[src/hw/rtl/blsl_pkg.sv]
`default_nettype none

package blsl_pkg;

   // Width of the image length limit register and of the word counter.
   localparam int unsigned COUNT_W = 21;

   // Upper bound on the image length, whatever the register holds.
   localparam logic [COUNT_W-1:0] IMAGE_WORDS_MAX = COUNT_W'(131072);
   localparam logic [COUNT_W-1:0] MAX_WORDS_RESET = COUNT_W'(131072);

   // Header word fields.
   localparam int unsigned BYTE_BITS        = 8;
   localparam logic [7:0]  SIG_FIRST        = 8'h43;
   localparam logic [7:0]  SIG_SECOND       = 8'h59;
   localparam int unsigned CTL_NOEXEC_BIT   = 0;
   localparam logic [7:0]  TYPE_CHECKSUMMED = 8'hB0;

   // Depth of the queue between the parser and the result port.
   localparam int unsigned QUEUE_DEPTH   = 4;
   localparam int unsigned QUEUE_PTR_W   = $clog2(QUEUE_DEPTH);
   localparam int unsigned QUEUE_COUNT_W = QUEUE_PTR_W + 1;

   typedef enum logic [1:0] {
      KIND_WRITE = 2'd0,
      KIND_JUMP  = 2'd1,
      KIND_ERROR = 2'd2
   } kind_type;

   typedef enum logic [2:0] {
      ST_OK        = 3'd0,
      ST_BAD_SIG   = 3'd1,
      ST_NOT_EXEC  = 3'd2,
      ST_BAD_TYPE  = 3'd3,
      ST_CHECKSUM  = 3'd4,
      ST_TOO_LONG  = 3'd5,
      ST_TRUNCATED = 3'd6
   } status_type;

   typedef enum logic [6:0] {
      PH_HEADER     = 7'b0000001,
      PH_LENGTH     = 7'b0000010,
      PH_SECT_ADDR  = 7'b0000100,
      PH_DATA       = 7'b0001000,
      PH_ENTRY_ADDR = 7'b0010000,
      PH_CHECKSUM   = 7'b0100000,
      PH_FINISHED   = 7'b1000000
   } phase_type;

   typedef struct packed {
      kind_type    kind;
      logic [31:0] target_address;
      logic [31:0] write_data;
      status_type  status;
   } result_type;

   typedef struct packed {
      logic       valid;
      result_type item;
   } push_type;

endpackage

`default_nettype wire

[src/hw/rtl/blsl_front.sv]
`default_nettype none

// Image parser: classifies one word per accepted beat and emits at most
// one result into the queue.
module blsl_front (
   input  wire logic                          clock,
   input  wire logic                          reset,
   input  wire logic                          accept,
   input  wire logic [31:0]                   word,
   input  wire logic                          last,
   input  wire logic                          csr_wr_en,
   input  wire logic [blsl_pkg::COUNT_W-1:0]  csr_wr_data,
   output blsl_pkg::push_type                 push
);

   blsl_pkg::phase_type phase_ff, phase_in;
   logic [blsl_pkg::COUNT_W-1:0] words_seen_ff, words_seen_in;
   logic [blsl_pkg::COUNT_W-1:0] max_words_ff, max_words_in;
   logic [31:0] words_left_ff, words_left_in;
   logic [31:0] write_address_ff, write_address_in;
   logic [31:0] running_sum_ff, running_sum_in;
   logic [31:0] entry_address_ff, entry_address_in;

   logic [blsl_pkg::COUNT_W-1:0] limit;
   logic [7:0] b0, b1, b2, b3;
   logic       finished_now;
   logic [31:0] left_dec;

   assign limit = (max_words_ff < blsl_pkg::IMAGE_WORDS_MAX) ? max_words_ff
                                                              : blsl_pkg::IMAGE_WORDS_MAX;
   assign b0 = word[0*blsl_pkg::BYTE_BITS +: blsl_pkg::BYTE_BITS];
   assign b1 = word[1*blsl_pkg::BYTE_BITS +: blsl_pkg::BYTE_BITS];
   assign b2 = word[2*blsl_pkg::BYTE_BITS +: blsl_pkg::BYTE_BITS];
   assign b3 = word[3*blsl_pkg::BYTE_BITS +: blsl_pkg::BYTE_BITS];
   assign left_dec = words_left_ff - 32'd1;
   assign max_words_in = csr_wr_en ? csr_wr_data : max_words_ff;

   always_comb begin
      phase_in         = phase_ff;
      words_seen_in    = words_seen_ff;
      words_left_in    = words_left_ff;
      write_address_in = write_address_ff;
      running_sum_in   = running_sum_ff;
      entry_address_in = entry_address_ff;
      finished_now     = 1'b0;
      push.valid       = 1'b0;
      push.item        = '{blsl_pkg::KIND_ERROR, 32'd0, 32'd0, blsl_pkg::ST_OK};

      if (accept) begin
         if (phase_ff == blsl_pkg::PH_FINISHED) begin
            finished_now = 1'b1;
         end else if (words_seen_ff >= limit) begin
            push.valid       = 1'b1;
            push.item.status = blsl_pkg::ST_TOO_LONG;
            finished_now     = 1'b1;
         end else begin
            words_seen_in = words_seen_ff + blsl_pkg::COUNT_W'(1);
            case (phase_ff)
               blsl_pkg::PH_HEADER: begin
                  if (b0 != blsl_pkg::SIG_FIRST || b1 != blsl_pkg::SIG_SECOND) begin
                     push.valid       = 1'b1;
                     push.item.status = blsl_pkg::ST_BAD_SIG;
                     finished_now     = 1'b1;
                  end else if (b2[blsl_pkg::CTL_NOEXEC_BIT]) begin
                     push.valid       = 1'b1;
                     push.item.status = blsl_pkg::ST_NOT_EXEC;
                     finished_now     = 1'b1;
                  end else if (b3 != blsl_pkg::TYPE_CHECKSUMMED) begin
                     push.valid       = 1'b1;
                     push.item.status = blsl_pkg::ST_BAD_TYPE;
                     finished_now     = 1'b1;
                  end else begin
                     running_sum_in = 32'd0;
                     phase_in       = blsl_pkg::PH_LENGTH;
                  end
               end
               blsl_pkg::PH_LENGTH: begin
                  words_left_in = word;
                  phase_in = (word == 32'd0) ? blsl_pkg::PH_ENTRY_ADDR
                                             : blsl_pkg::PH_SECT_ADDR;
               end
               blsl_pkg::PH_SECT_ADDR: begin
                  write_address_in = word;
                  phase_in         = blsl_pkg::PH_DATA;
               end
               blsl_pkg::PH_DATA: begin
                  push.valid     = 1'b1;
                  push.item      = '{blsl_pkg::KIND_WRITE, write_address_ff, word,
                                     blsl_pkg::ST_OK};
                  running_sum_in   = running_sum_ff + word;
                  write_address_in = write_address_ff + 32'd4;
                  words_left_in    = left_dec;
                  if (left_dec == 32'd0) begin
                     phase_in = blsl_pkg::PH_LENGTH;
                  end
               end
               blsl_pkg::PH_ENTRY_ADDR: begin
                  entry_address_in = word;
                  phase_in         = blsl_pkg::PH_CHECKSUM;
               end
               blsl_pkg::PH_CHECKSUM: begin
                  push.valid   = 1'b1;
                  finished_now = 1'b1;
                  if (word == running_sum_ff) begin
                     push.item = '{blsl_pkg::KIND_JUMP, entry_address_ff, 32'd0,
                                   blsl_pkg::ST_OK};
                  end else begin
                     push.item.status = blsl_pkg::ST_CHECKSUM;
                  end
               end
               default: begin
                  phase_in = blsl_pkg::PH_HEADER;
               end
            endcase
         end

         if (finished_now) begin
            phase_in = blsl_pkg::PH_FINISHED;
         end

         if (last) begin
            // A final word that does not close the image reports truncation.
            if (!finished_now) begin
               push.valid = 1'b1;
               push.item  = '{blsl_pkg::KIND_ERROR, 32'd0, 32'd0, blsl_pkg::ST_TRUNCATED};
            end
            phase_in         = blsl_pkg::PH_HEADER;
            words_seen_in    = '0;
            words_left_in    = 32'd0;
            write_address_in = 32'd0;
            running_sum_in   = 32'd0;
            entry_address_in = 32'd0;
         end
      end
   end

   always_ff @(posedge clock) begin
      if (reset) begin
         phase_ff         <= blsl_pkg::PH_HEADER;
         words_seen_ff    <= '0;
         words_left_ff    <= 32'd0;
         write_address_ff <= 32'd0;
         running_sum_ff   <= 32'd0;
         entry_address_ff <= 32'd0;
         max_words_ff     <= blsl_pkg::MAX_WORDS_RESET;
      end else begin
         phase_ff         <= phase_in;
         words_seen_ff    <= words_seen_in;
         words_left_ff    <= words_left_in;
         write_address_ff <= write_address_in;
         running_sum_ff   <= running_sum_in;
         entry_address_ff <= entry_address_in;
         max_words_ff     <= max_words_in;
      end
   end

endmodule

`default_nettype wire

[src/hw/rtl/blsl_queue.sv]
`default_nettype none

// Result queue between the parser and the result port.
module blsl_queue (
   input  wire logic                 clock,
   input  wire logic                 reset,
   input  wire blsl_pkg::push_type   push,
   output logic                      full,
   output logic                      out_valid,
   input  wire logic                 out_ready,
   output blsl_pkg::result_type      out_item
);

   blsl_pkg::result_type slots_ff [blsl_pkg::QUEUE_DEPTH];
   logic [blsl_pkg::QUEUE_PTR_W-1:0]   wr_ptr_ff, wr_ptr_in;
   logic [blsl_pkg::QUEUE_PTR_W-1:0]   rd_ptr_ff, rd_ptr_in;
   logic [blsl_pkg::QUEUE_COUNT_W-1:0] count_ff, count_in;
   logic pop;

   assign full      = (count_ff == blsl_pkg::QUEUE_COUNT_W'(blsl_pkg::QUEUE_DEPTH));
   assign out_valid = (count_ff != '0);
   assign out_item  = slots_ff[rd_ptr_ff];
   assign pop       = out_valid && out_ready;

   always_comb begin
      wr_ptr_in = push.valid ? wr_ptr_ff + blsl_pkg::QUEUE_PTR_W'(1) : wr_ptr_ff;
      rd_ptr_in = pop ? rd_ptr_ff + blsl_pkg::QUEUE_PTR_W'(1) : rd_ptr_ff;
      count_in  = count_ff;
      if (push.valid && !pop) begin
         count_in = count_ff + blsl_pkg::QUEUE_COUNT_W'(1);
      end else if (pop && !push.valid) begin
         count_in = count_ff - blsl_pkg::QUEUE_COUNT_W'(1);
      end
   end

   always_ff @(posedge clock) begin
      if (push.valid) begin
         slots_ff[wr_ptr_ff] <= push.item;
      end
   end

   always_ff @(posedge clock) begin
      if (reset) begin
         wr_ptr_ff <= '0;
         rd_ptr_ff <= '0;
         count_ff  <= '0;
      end else begin
         wr_ptr_ff <= wr_ptr_in;
         rd_ptr_ff <= rd_ptr_in;
         count_ff  <= count_in;
      end
   end

endmodule

`default_nettype wire

[src/hw/rtl/boot_image_section_loader.sv]
// Boot image section loader.
// Image words enter on the req_ stream, one 32-bit little-endian word per
// beat, with req_tlast on the final word of an image. The parser checks the
// header, walks the length/address/data sections and keeps a running sum.
// Each data word leaves on the rsp_ stream as a memory write beat; the
// closing checksum word yields a jump beat or an error beat, and any
// failure (bad header, checksum, image too long, truncation) yields one
// error beat. Words after a jump or error are dropped until req_tlast.
// Each result is registered in the result queue and shows on rsp_ behind any
// results already waiting there. Throughput is one word per cycle while the
// result queue is not full.
// The csr_ port sets the image length limit; write it only while idle.
// Reset clears the parser and the result queue and sets the limit to
// 131072 words. When the receiver stalls, results collect in a four-entry
// queue; once it is full, req_tready drops until a beat leaves.
`default_nettype none

module boot_image_section_loader (
   input  wire logic        clock,
   input  wire logic        reset,
   // Image input stream.
   input  wire logic        req_tvalid,
   output logic             req_tready,
   input  wire logic [31:0] req_tdata,   // [31:0] image_word
   input  wire logic        req_tlast,   // last_word
   // Result stream.
   output logic             rsp_tvalid,
   input  wire logic        rsp_tready,
   output logic [71:0]      rsp_tdata,   // [31:0] target_address, [63:32] write_data,
                                         // [66:64] status, [71:67] zero
   output logic [1:0]       rsp_tuser,   // [1:0] kind
   // Configuration: image length limit in words.
   input  wire logic        csr_wr_en,
   input  wire logic [20:0] csr_wr_data
);

   logic                 accept;
   logic                 queue_full;
   blsl_pkg::push_type   push;
   blsl_pkg::result_type head;

   // The front side only waits for queue space, never on rsp_tready directly.
   assign req_tready = !queue_full;
   assign accept     = req_tvalid && req_tready;

   blsl_front u_front (
      .clock       (clock),
      .reset       (reset),
      .accept      (accept),
      .word        (req_tdata),
      .last        (req_tlast),
      .csr_wr_en   (csr_wr_en),
      .csr_wr_data (csr_wr_data),
      .push        (push)
   );

   blsl_queue u_queue (
      .clock     (clock),
      .reset     (reset),
      .push      (push),
      .full      (queue_full),
      .out_valid (rsp_tvalid),
      .out_ready (rsp_tready),
      .out_item  (head)
   );

   assign rsp_tdata = {5'd0, head.status, head.write_data, head.target_address};
   assign rsp_tuser = head.kind;

   // A result is only produced for an accepted word.
   a_push_needs_accept : assert property (@(posedge clock) disable iff (reset)
      push.valid |-> accept)
      else $error("result pushed without an accepted word");

   // Writes and jumps always report ok.
   a_ok_status : assert property (@(posedge clock) disable iff (reset)
      rsp_tvalid && (head.kind == blsl_pkg::KIND_WRITE || head.kind == blsl_pkg::KIND_JUMP)
      |-> head.status == blsl_pkg::ST_OK)
      else $error("write or jump beat with error status");

   // Error beats carry zero address and data and a nonzero status.
   a_error_shape : assert property (@(posedge clock) disable iff (reset)
      rsp_tvalid && head.kind == blsl_pkg::KIND_ERROR
      |-> head.target_address == 32'd0 && head.write_data == 32'd0
          && head.status != blsl_pkg::ST_OK)
      else $error("malformed error beat");

   // Nothing is pushed into a full queue.
   a_no_overflow : assert property (@(posedge clock) disable iff (reset)
      queue_full |-> !push.valid)
      else $error("push into full result queue");

endmodule

`default_nettype wire
[config.mk]
export PLATFORM = sky130hd
export DESIGN_NAME = boot_image_section_loader
export DESIGN_NICKNAME = d
export VERILOG_FILES = /design/src/hw/rtl/blsl_pkg.sv /design/src/hw/rtl/blsl_front.sv /design/src/hw/rtl/blsl_queue.sv /design/src/hw/rtl/boot_image_section_loader.sv
export SDC_FILE = /design/constraint.sdc
export NUM_CORES = 1
export LEC_CHECK = 0
export BUFFER_PORTS_ARGS = -buffer_cell sky130_fd_sc_hd__buf_2
export CORE_ASPECT_RATIO = 1.2
export CORE_MARGIN = 4
export CORE_UTILIZATION = 40
export DETAILED_ROUTE_END_ITERATION = 12
export GPL_TIMING_DRIVEN = 0
export SYNTH_ARGS = -nofsm -noshare
export SYNTH_HDL_FRONTEND = slang
export SYNTH_SLANG_ARGS = --single-unit
[constraint.sdc]
create_clock -name clock -period 6.5 [get_ports clock]
set_input_delay 0.325 -clock clock [delete_from_list [all_inputs] [get_ports clock]]
set_output_delay 0.325 -clock clock [all_outputs]
set_load 0.05 [all_outputs]
# Word-level counts from Yosys, hierarchy flattened
# Memory sizes are Yosys's and may differ from the RTL's. A register that Yosys moved wholly into a read port is not among the register bits.
# Cells that the tools add are included.
dict set report totals {
  word_cells 129
  register_bits 184
  mem_count 1
  ram_bits 276
  in_bits 59
  output_inout_bits 76
}
dict set report classes {
  add_sub_neg 8
  magnitude_cmp 2
  muxes 61
  n_eq_ne 24
  reduce_logical 23
}
# memory words width read_ports rd_ports_with_merged_regs wr line
set memory_table {}
lappend memory_table {u_queue.slots_ff 4 69 1 1 1 blsl_queue.sv:14} ;# blsl_pkg::result_type slots_ff [blsl_pkg::QUEUE_DEPTH];
# operator count
set op_table {}
lappend op_table {{$mux W32} 16}
lappend op_table {{$mux W70} 4}
lappend op_table {{$pmux W32 S2} 3}
lappend op_table {{$mux W66} 2}
lappend op_table {{$pmux W66 S2} 1}
lappend op_table {{$mux W21} 4}
lappend op_table {{$logic_not A32 Y1} 2}
lappend op_table {{$mux W7} 8}
lappend op_table {{$pmux W7 S6} 1}
lappend op_table {{$add A32 B3 Y32 const B} 1}
lappend op_table {{$add A32 B32 Y32} 1}
lappend op_table {{$eq A32 B32 Y1} 1}
lappend op_table {{$sub A32 B1 Y32 const B} 1}
lappend op_table {{$add A21 B1 Y21 const B} 1}
lappend op_table {{$ge A21 B21 Y1} 1}
lappend op_table {{$lt A21 B18 Y1 const B} 1}
lappend op_table {{$mux W3} 6}
lappend op_table {{$ne A8 B7 Y1 const B} 2}
lappend op_table {{$ne A3 B3 Y1 const B} 5}
lappend op_table {{$reduce_and A4 Y1} 3}
lappend op_table {{$reduce_bool A3 Y1} 4}
lappend op_table {{$mux W1} 9}
lappend op_table {{$ne A4 B4 Y1 const B} 2}
lappend op_table {{$ne A8 B8 Y1 const B} 1}
lappend op_table {{other kinds (27)} 38}

# Logic depth before layout (Yosys ltp)
dict set report logic_depth {
  word_depth 15
  ltp_mapped 19
}

# Cells and area by module
# A second synthesis with hierarchy kept.
dict set report hier_totals {
  hier_cells 2011
  hier_area_um2 22241.3
}
# module cells_per_inst area_each_um2 n_inst
set modules_own_cells {}
lappend modules_own_cells {blsl_front 1598 11783.8 1}
lappend modules_own_cells {blsl_queue 405 10406.2 1}
lappend modules_own_cells {boot_image_section_loader 8 51.3 1}

# Worst setup path before layout
# OpenSTA, ideal clock, no wires.
dict set report synth_path {
  kind {register to register}
  startpoint {register u_front.max_words_ff[20] (netlist name)}
  endpoint {memory u_queue.slots_ff[0][0] (netlist name) (enable)}
  slack_ps -356
  setup_ps 505
  required_time_ps 5995
  n_path_buf 1
  stages_incl_launch_ff 13
  t_arrival_ps 6351
  cell_sequence {dfxtp_1 > nor4_1 > clkbuf_1 > nand2_1 > ha_1 > a21o_1 > a21o_1 > a21o_1 > a2111oi_4 > o21ai_2 > nor3_1 > nor2_1 > nor2b_1}
}
dict set report synth_via {
  elab_chain_len 11
  elab_cells_between_ends 13
  cone_classes {order compare (2); mux (11)}
}
# element line
set synth_rtl {}
lappend synth_rtl {{start, declared} blsl_front.sv:18} ;# logic [blsl_pkg::COUNT_W-1:0] max_words_ff, max_words_in;
lappend synth_rtl {{start signal, assigned} blsl_front.sv:145} ;# max_words_ff <= blsl_pkg::MAX_WORDS_RESET;
lappend synth_rtl {{start signal, assigned} blsl_front.sv:153} ;# max_words_ff <= max_words_in;
lappend synth_rtl {{$lt A21 B18 Y1} blsl_front.sv:29} ;# assign limit = (max_words_ff < blsl_pkg::IMAGE_WORDS_MAX) ? max_words_ff
lappend synth_rtl {{$mux W21 (*)} blsl_front.sv:29}
lappend synth_rtl {{$ge A21 B21 Y1 (*)} blsl_front.sv:52} ;# end else if (words_seen_ff >= limit) begin
lappend synth_rtl {{$mux W1} blsl_front.sv:52}
lappend synth_rtl {{$mux W1} blsl_front.sv:50} ;# if (phase_ff == blsl_pkg::PH_FINISHED) begin
lappend synth_rtl {{$mux W1} blsl_front.sv:49} ;# if (accept) begin
lappend synth_rtl {{$mux W70} blsl_front.sv:123} ;# if (!finished_now) begin
lappend synth_rtl {{$mux W70 (*)} blsl_front.sv:121} ;# if (last) begin
lappend synth_rtl {{$mux W70 (*)} blsl_front.sv:49}
lappend synth_rtl {{$mux W1 (*)} blsl_queue.sv:37} ;# if (push.valid) begin
lappend synth_rtl {{$mux W1 (not written as such) (*)} blsl_queue.sv:38} ;# slots_ff[wr_ptr_ff] <= push.item;
lappend synth_rtl {{end, declared} blsl_queue.sv:14}
# Every way passes the cells marked *; elsewhere a longest branch is shown, timed or not. The select of a mux whose other input is x is not followed.

==> flow_metrics.env <==
export IMPL_path_buf_inv=3
export IMPL_finalSetupViolCount=0
export IMPL_cts_tree="done"
export IMPL_min_period_ns=5.59
export IMPL_place_hpwl_microns=48500
export IMPL_reg2reg_from="u_front.max_words_ff[20]$_SDFFE_PP0P_"
export IMPL_clock_root_buffer="clkbuf_16"
export IMPL_wl_microns=68300
export IMPL_finalSetupTns_ns=0
export IMPL_crit_chain="nor4_2, clkbuf_1, nand2_1, ha_1, a21o_1, a21o_1, a21o_1, a2111oi_4, nand4b_1, a21oi_1, nor3_1, nor2_1, inv_1, ha_1, inv_1, fa_1, xor2_1, or3_1, a21oi_1"
export IMPL_syn_to_final_growth_pct=15.9
export IMPL_row_count=94
export IMPL_cp_max_fo=10
export IMPL_p_leak_nw=9.21
export IMPL_clkTransAtPathRegs_ns=0.06
export IMPL_drtAntennaViolNets=0
export IMPL_relSlewSlack=0.273
export IMPL_syn_area_sq_um=22300
export IMPL_yosys_register_bits=462
export IMPL_final_layout_size_suffix_gt1_frac=0.156
export IMPL_antenna_found_initial=1
export IMPL_reg2reg_to="u_queue.count_ff[2]$_SDFFE_PP0P_"
export IMPL_post_cts_buffers=0
export IMPL_fin_crit_sh=0.860
export IMPL_worstHoldEndpoint="u_front.max_words_ff[20]$_SDFFE_PP0P_"
export IMPL_start_util=0.405
export IMPL_cts_path_max_buffers=3
export IMPL_grt_pass1_vias=17042
export IMPL_cpMostUsedCell="a21o_1"
export IMPL_vias=17473
export IMPL_fmax_mhz=179
export IMPL_dr_pass1_iters=6
export IMPL_placement_io_buffers=127
export IMPL_path_delay_family="simple AND/OR/NAND/NOR gates"
export IMPL_synth_top_area_share=0.371
export IMPL_yosys_area_top_type="edfxtp_1"
export IMPL_grt_first_pass_wirelength_microns=104000
export IMPL_die_area_sq_um=59600
export IMPL_required_ns=7.01
export IMPL_seq_area_frac_synth=0.538
export IMPL_reg2reg_depth=19
export IMPL_peakVddDrop_mv=0.273
export IMPL_nNetsFinal=2341
export IMPL_clock_sinks=462
export IMPL_worstHoldStart="csr_wr_en"
export IMPL_drc=0
export IMPL_synth_area_leaders="edfxtp_1, dfxtp_1, mux4_2, a21oi_1, ha_1"
export IMPL_synthFlopType="edfxtp_1"
export IMPL_worst_setup_path_type="reg -> reg"
export IMPL_worstSetupEndpointType="flip-flop"
export IMPL_cts_buffers=48
export IMPL_io_pins=135
export IMPL_cts_max_level=2
export IMPL_core_area_sq_um=55000
export IMPL_grt_usage=0.223
export IMPL_finalPower_mw=8.81
export IMPL_grt_max_degree=28
export IMPL_synth_warnings=0
export IMPL_wire_per_inst_microns=22.9
export IMPL_fp_dieH_microns=267
export IMPL_vias_per_cell=5.87
export IMPL_startpoint_type="flip-flop"
export IMPL_crit_path_max_incr_delay_ns=0.80
export IMPL_power_density_nw_per_um2=340
export IMPL_critical_path_slowest_cell="nor4_2"
export IMPL_avgSynthCellArea_sq_um=11.1
export IMPL_worst_pin_slew_ns=1.09
export IMPL_hold_violations=0
export IMPL_gp_congestion=0.942
export IMPL_num_fill_cells=5044
export IMPL_reg2reg_slack_ns=0.91
export IMPL_utilization=0.470
export IMPL_globalRouteOverflowTotal=0
export IMPL_die_w_microns=224
export IMPL_insertion_delay_ns=0.59
export IMPL_drv_slew=0
export IMPL_hold_path_depth=3
export IMPL_synthArstFlopShare=0
export IMPL_skew_ns=0.0223
export IMPL_synth_edf_count=276
export IMPL_worstPathArrival_ns=6.10
export IMPL_netlist_instances=2007
export IMPL_status="finished clean"
export IMPL_max_cap_violations=0
export IMPL_drt_initial_drc_count=1658
export IMPL_yosysUniqueCellTypes=84
export IMPL_rsz0062_at_grt="no"
export IMPL_hold_path_class="in -> reg"
[report_power, final]
part           internal (mW)  total (mW)  switching (mW)
sequential              3.35        3.47           0.112
clock                   1.59        2.78            1.19
combinational          0.770        2.56            1.79
total                   5.72        8.81            3.09
[repair_timing]
action / 4_1_cts / 5_1_grt
gates resized for setup: 0 / 0
hold endpoints to repair: 21 / 0
hold buffers: 21 / 0
[stage by stage]
| step | setup slack, ns | area (sq um) | hold slack [ns] | instances |
|---|---|---|---|---|
| floorplan | -0.356 | 22300 | 0.436 | 2013 |
| global placement | -3.83 | 23900 | 0.444 | 2860 |
| detailed placement | 0.572 | 24100 | 0.452 | 2868 |
| CTS | 0.481 | 25900 | 0.0623 | 2978 |
| global route | 0.494 | 25900 | 0.0952 | 2978 |
| finish | 0.910 | 25900 | 0.0860 | 2979 |
[layout by cell type (no fill, tap or decap), drive strengths merged, types with 43 or more instances in the layout]
master / Yosys / routed
nor3: 45 / 45
nor2: 191 / 191
nand3: 86 / 86
mux4: 69 / 69
nand2: 162 / 162
ha: 61 / 61
a21oi: 197 / 197
dfxtp: 186 / 186
edfxtp: 276 / 276
o21ai: 80 / 80
buf: 47 / 182
clkbuf: 82 / 141
and2: 43 / 43
[registers in the layout, indices dropped and copies added, names as in the netlist, named ones only]
signal,cells
u_queue.slots_ff,276
u_front.entry_address_ff,32
u_front.running_sum_ff,32
u_front.words_left_ff,32
u_front.write_address_ff,32
u_front.max_words_ff,21
u_front.words_seen_ff,21
u_front.phase_ff,7
u_queue.count_ff,3
u_queue.rd_ptr_ff,2
u_queue.wr_ptr_ff,2
[worst reg2reg max path: stages, from the launching register on]
cell and delay (ns):
dfxtp_1 0.33, nor4_2 0.80, clkbuf_1 0.45, nand2_1 0.12, ha_1 0.34, a21o_1 0.17
a21o_1 0.18, a21o_1 0.20, a2111oi_4 0.50, nand4b_1 0.16, a21oi_1 0.30, nor3_1 0.13
nor2_1 0.61, inv_1 0.13, ha_1 0.26, inv_1 0.09, fa_1 0.20, xor2_1 0.08
or3_1 0.31, a21oi_1 0.14
[cells by family (layout without fill, tap and decap cells)]
logic type / after synthesis / after routing / share of synthesized area
other cells: 2 / 9 / 0.000337
mux: 98 / 98 / 0.0829
compound gates: 478 / 478 / 0.139
simple gates: 691 / 691 / 0.153
fa+ha+maj: 63 / 63 / 0.0360
flops: 462 / 462 / 0.538
xor+xnor: 52 / 52 / 0.0204
buf+inv: 161 / 406 / 0.0304
[synthesized netlist by cell type (all sizes together), types with 13 or more instances]
library cell and instances:
nor2 191, clkbuf 82, ha 61, a21o 25, nand4 19, nor2b 16, buf 47, a211oi 18
mux2i 24, inv 31, nor4 24, nand2 162, nand3 86, nor3 45, nand2b 15, o21ai 80
a21oi 197, a22oi 32, xor2 26, and2 43, xnor2 26, edfxtp 276, o31ai 13, or3 30
or4 15, dfxtp 186, mux4 69
[worst max-delay path by stage]
| stage | from | endpoint | slack (ns) | depth (start not counted) |
|---|---|---|---|---|
| after global placement | u_front.max_words_ff[20]$_SDFFE_PP0P_ | u_queue.slots_ff[0][67]$_DFFE_PP_ | -3.83 | 12 |
| after detailed placement | u_front.max_words_ff[20]$_SDFFE_PP0P_ | u_queue.count_ff[2]$_SDFFE_PP0P_ | 0.57 | 19 |
| after global routing | u_front.max_words_ff[20]$_SDFFE_PP0P_ | u_queue.count_ff[2]$_SDFFE_PP0P_ | 0.49 | 19 |
| final | u_front.max_words_ff[20]$_SDFFE_PP0P_ | u_queue.count_ff[2]$_SDFFE_PP0P_ | 0.91 | 19 |
| after CTS | u_front.max_words_ff[20]$_SDFFE_PP0P_ | u_queue.count_ff[2]$_SDFFE_PP0P_ | 0.48 | 19 |
| after floorplan | u_front.max_words_ff[20]$_SDFFE_PP0P_ | u_queue.slots_ff[0][0]$_DFFE_PP_ | -0.36 | 12 |
[cell type report]
cell class,count,area (sq um),share of cell area
diodes,1,2.50,0.0000967
plain buffers,129,558,0.0216
clock buffers,59,1260,0.0488
clock inverters,30,323,0.0125
inverters,32,120,0.00464
multi-input cells,1390,9680,0.374
flip-flops and latches,462,12000,0.464
well taps,720,901,0.0348
repair buffers,156,1010,0.0389
[layer usage]
metal / global-route usage / part of all wire / vias up
met3: 0.0370 / 0.068 / 154
met2: 0.364 / 0.46 / 716
met1: 0.294 / 0.42 / 8599
met4: 0.104 / 0.050 / 2
met5: 0 / 0.00018 / -
li1: - / - / 8002
Power figures use the tool's default switching activity.
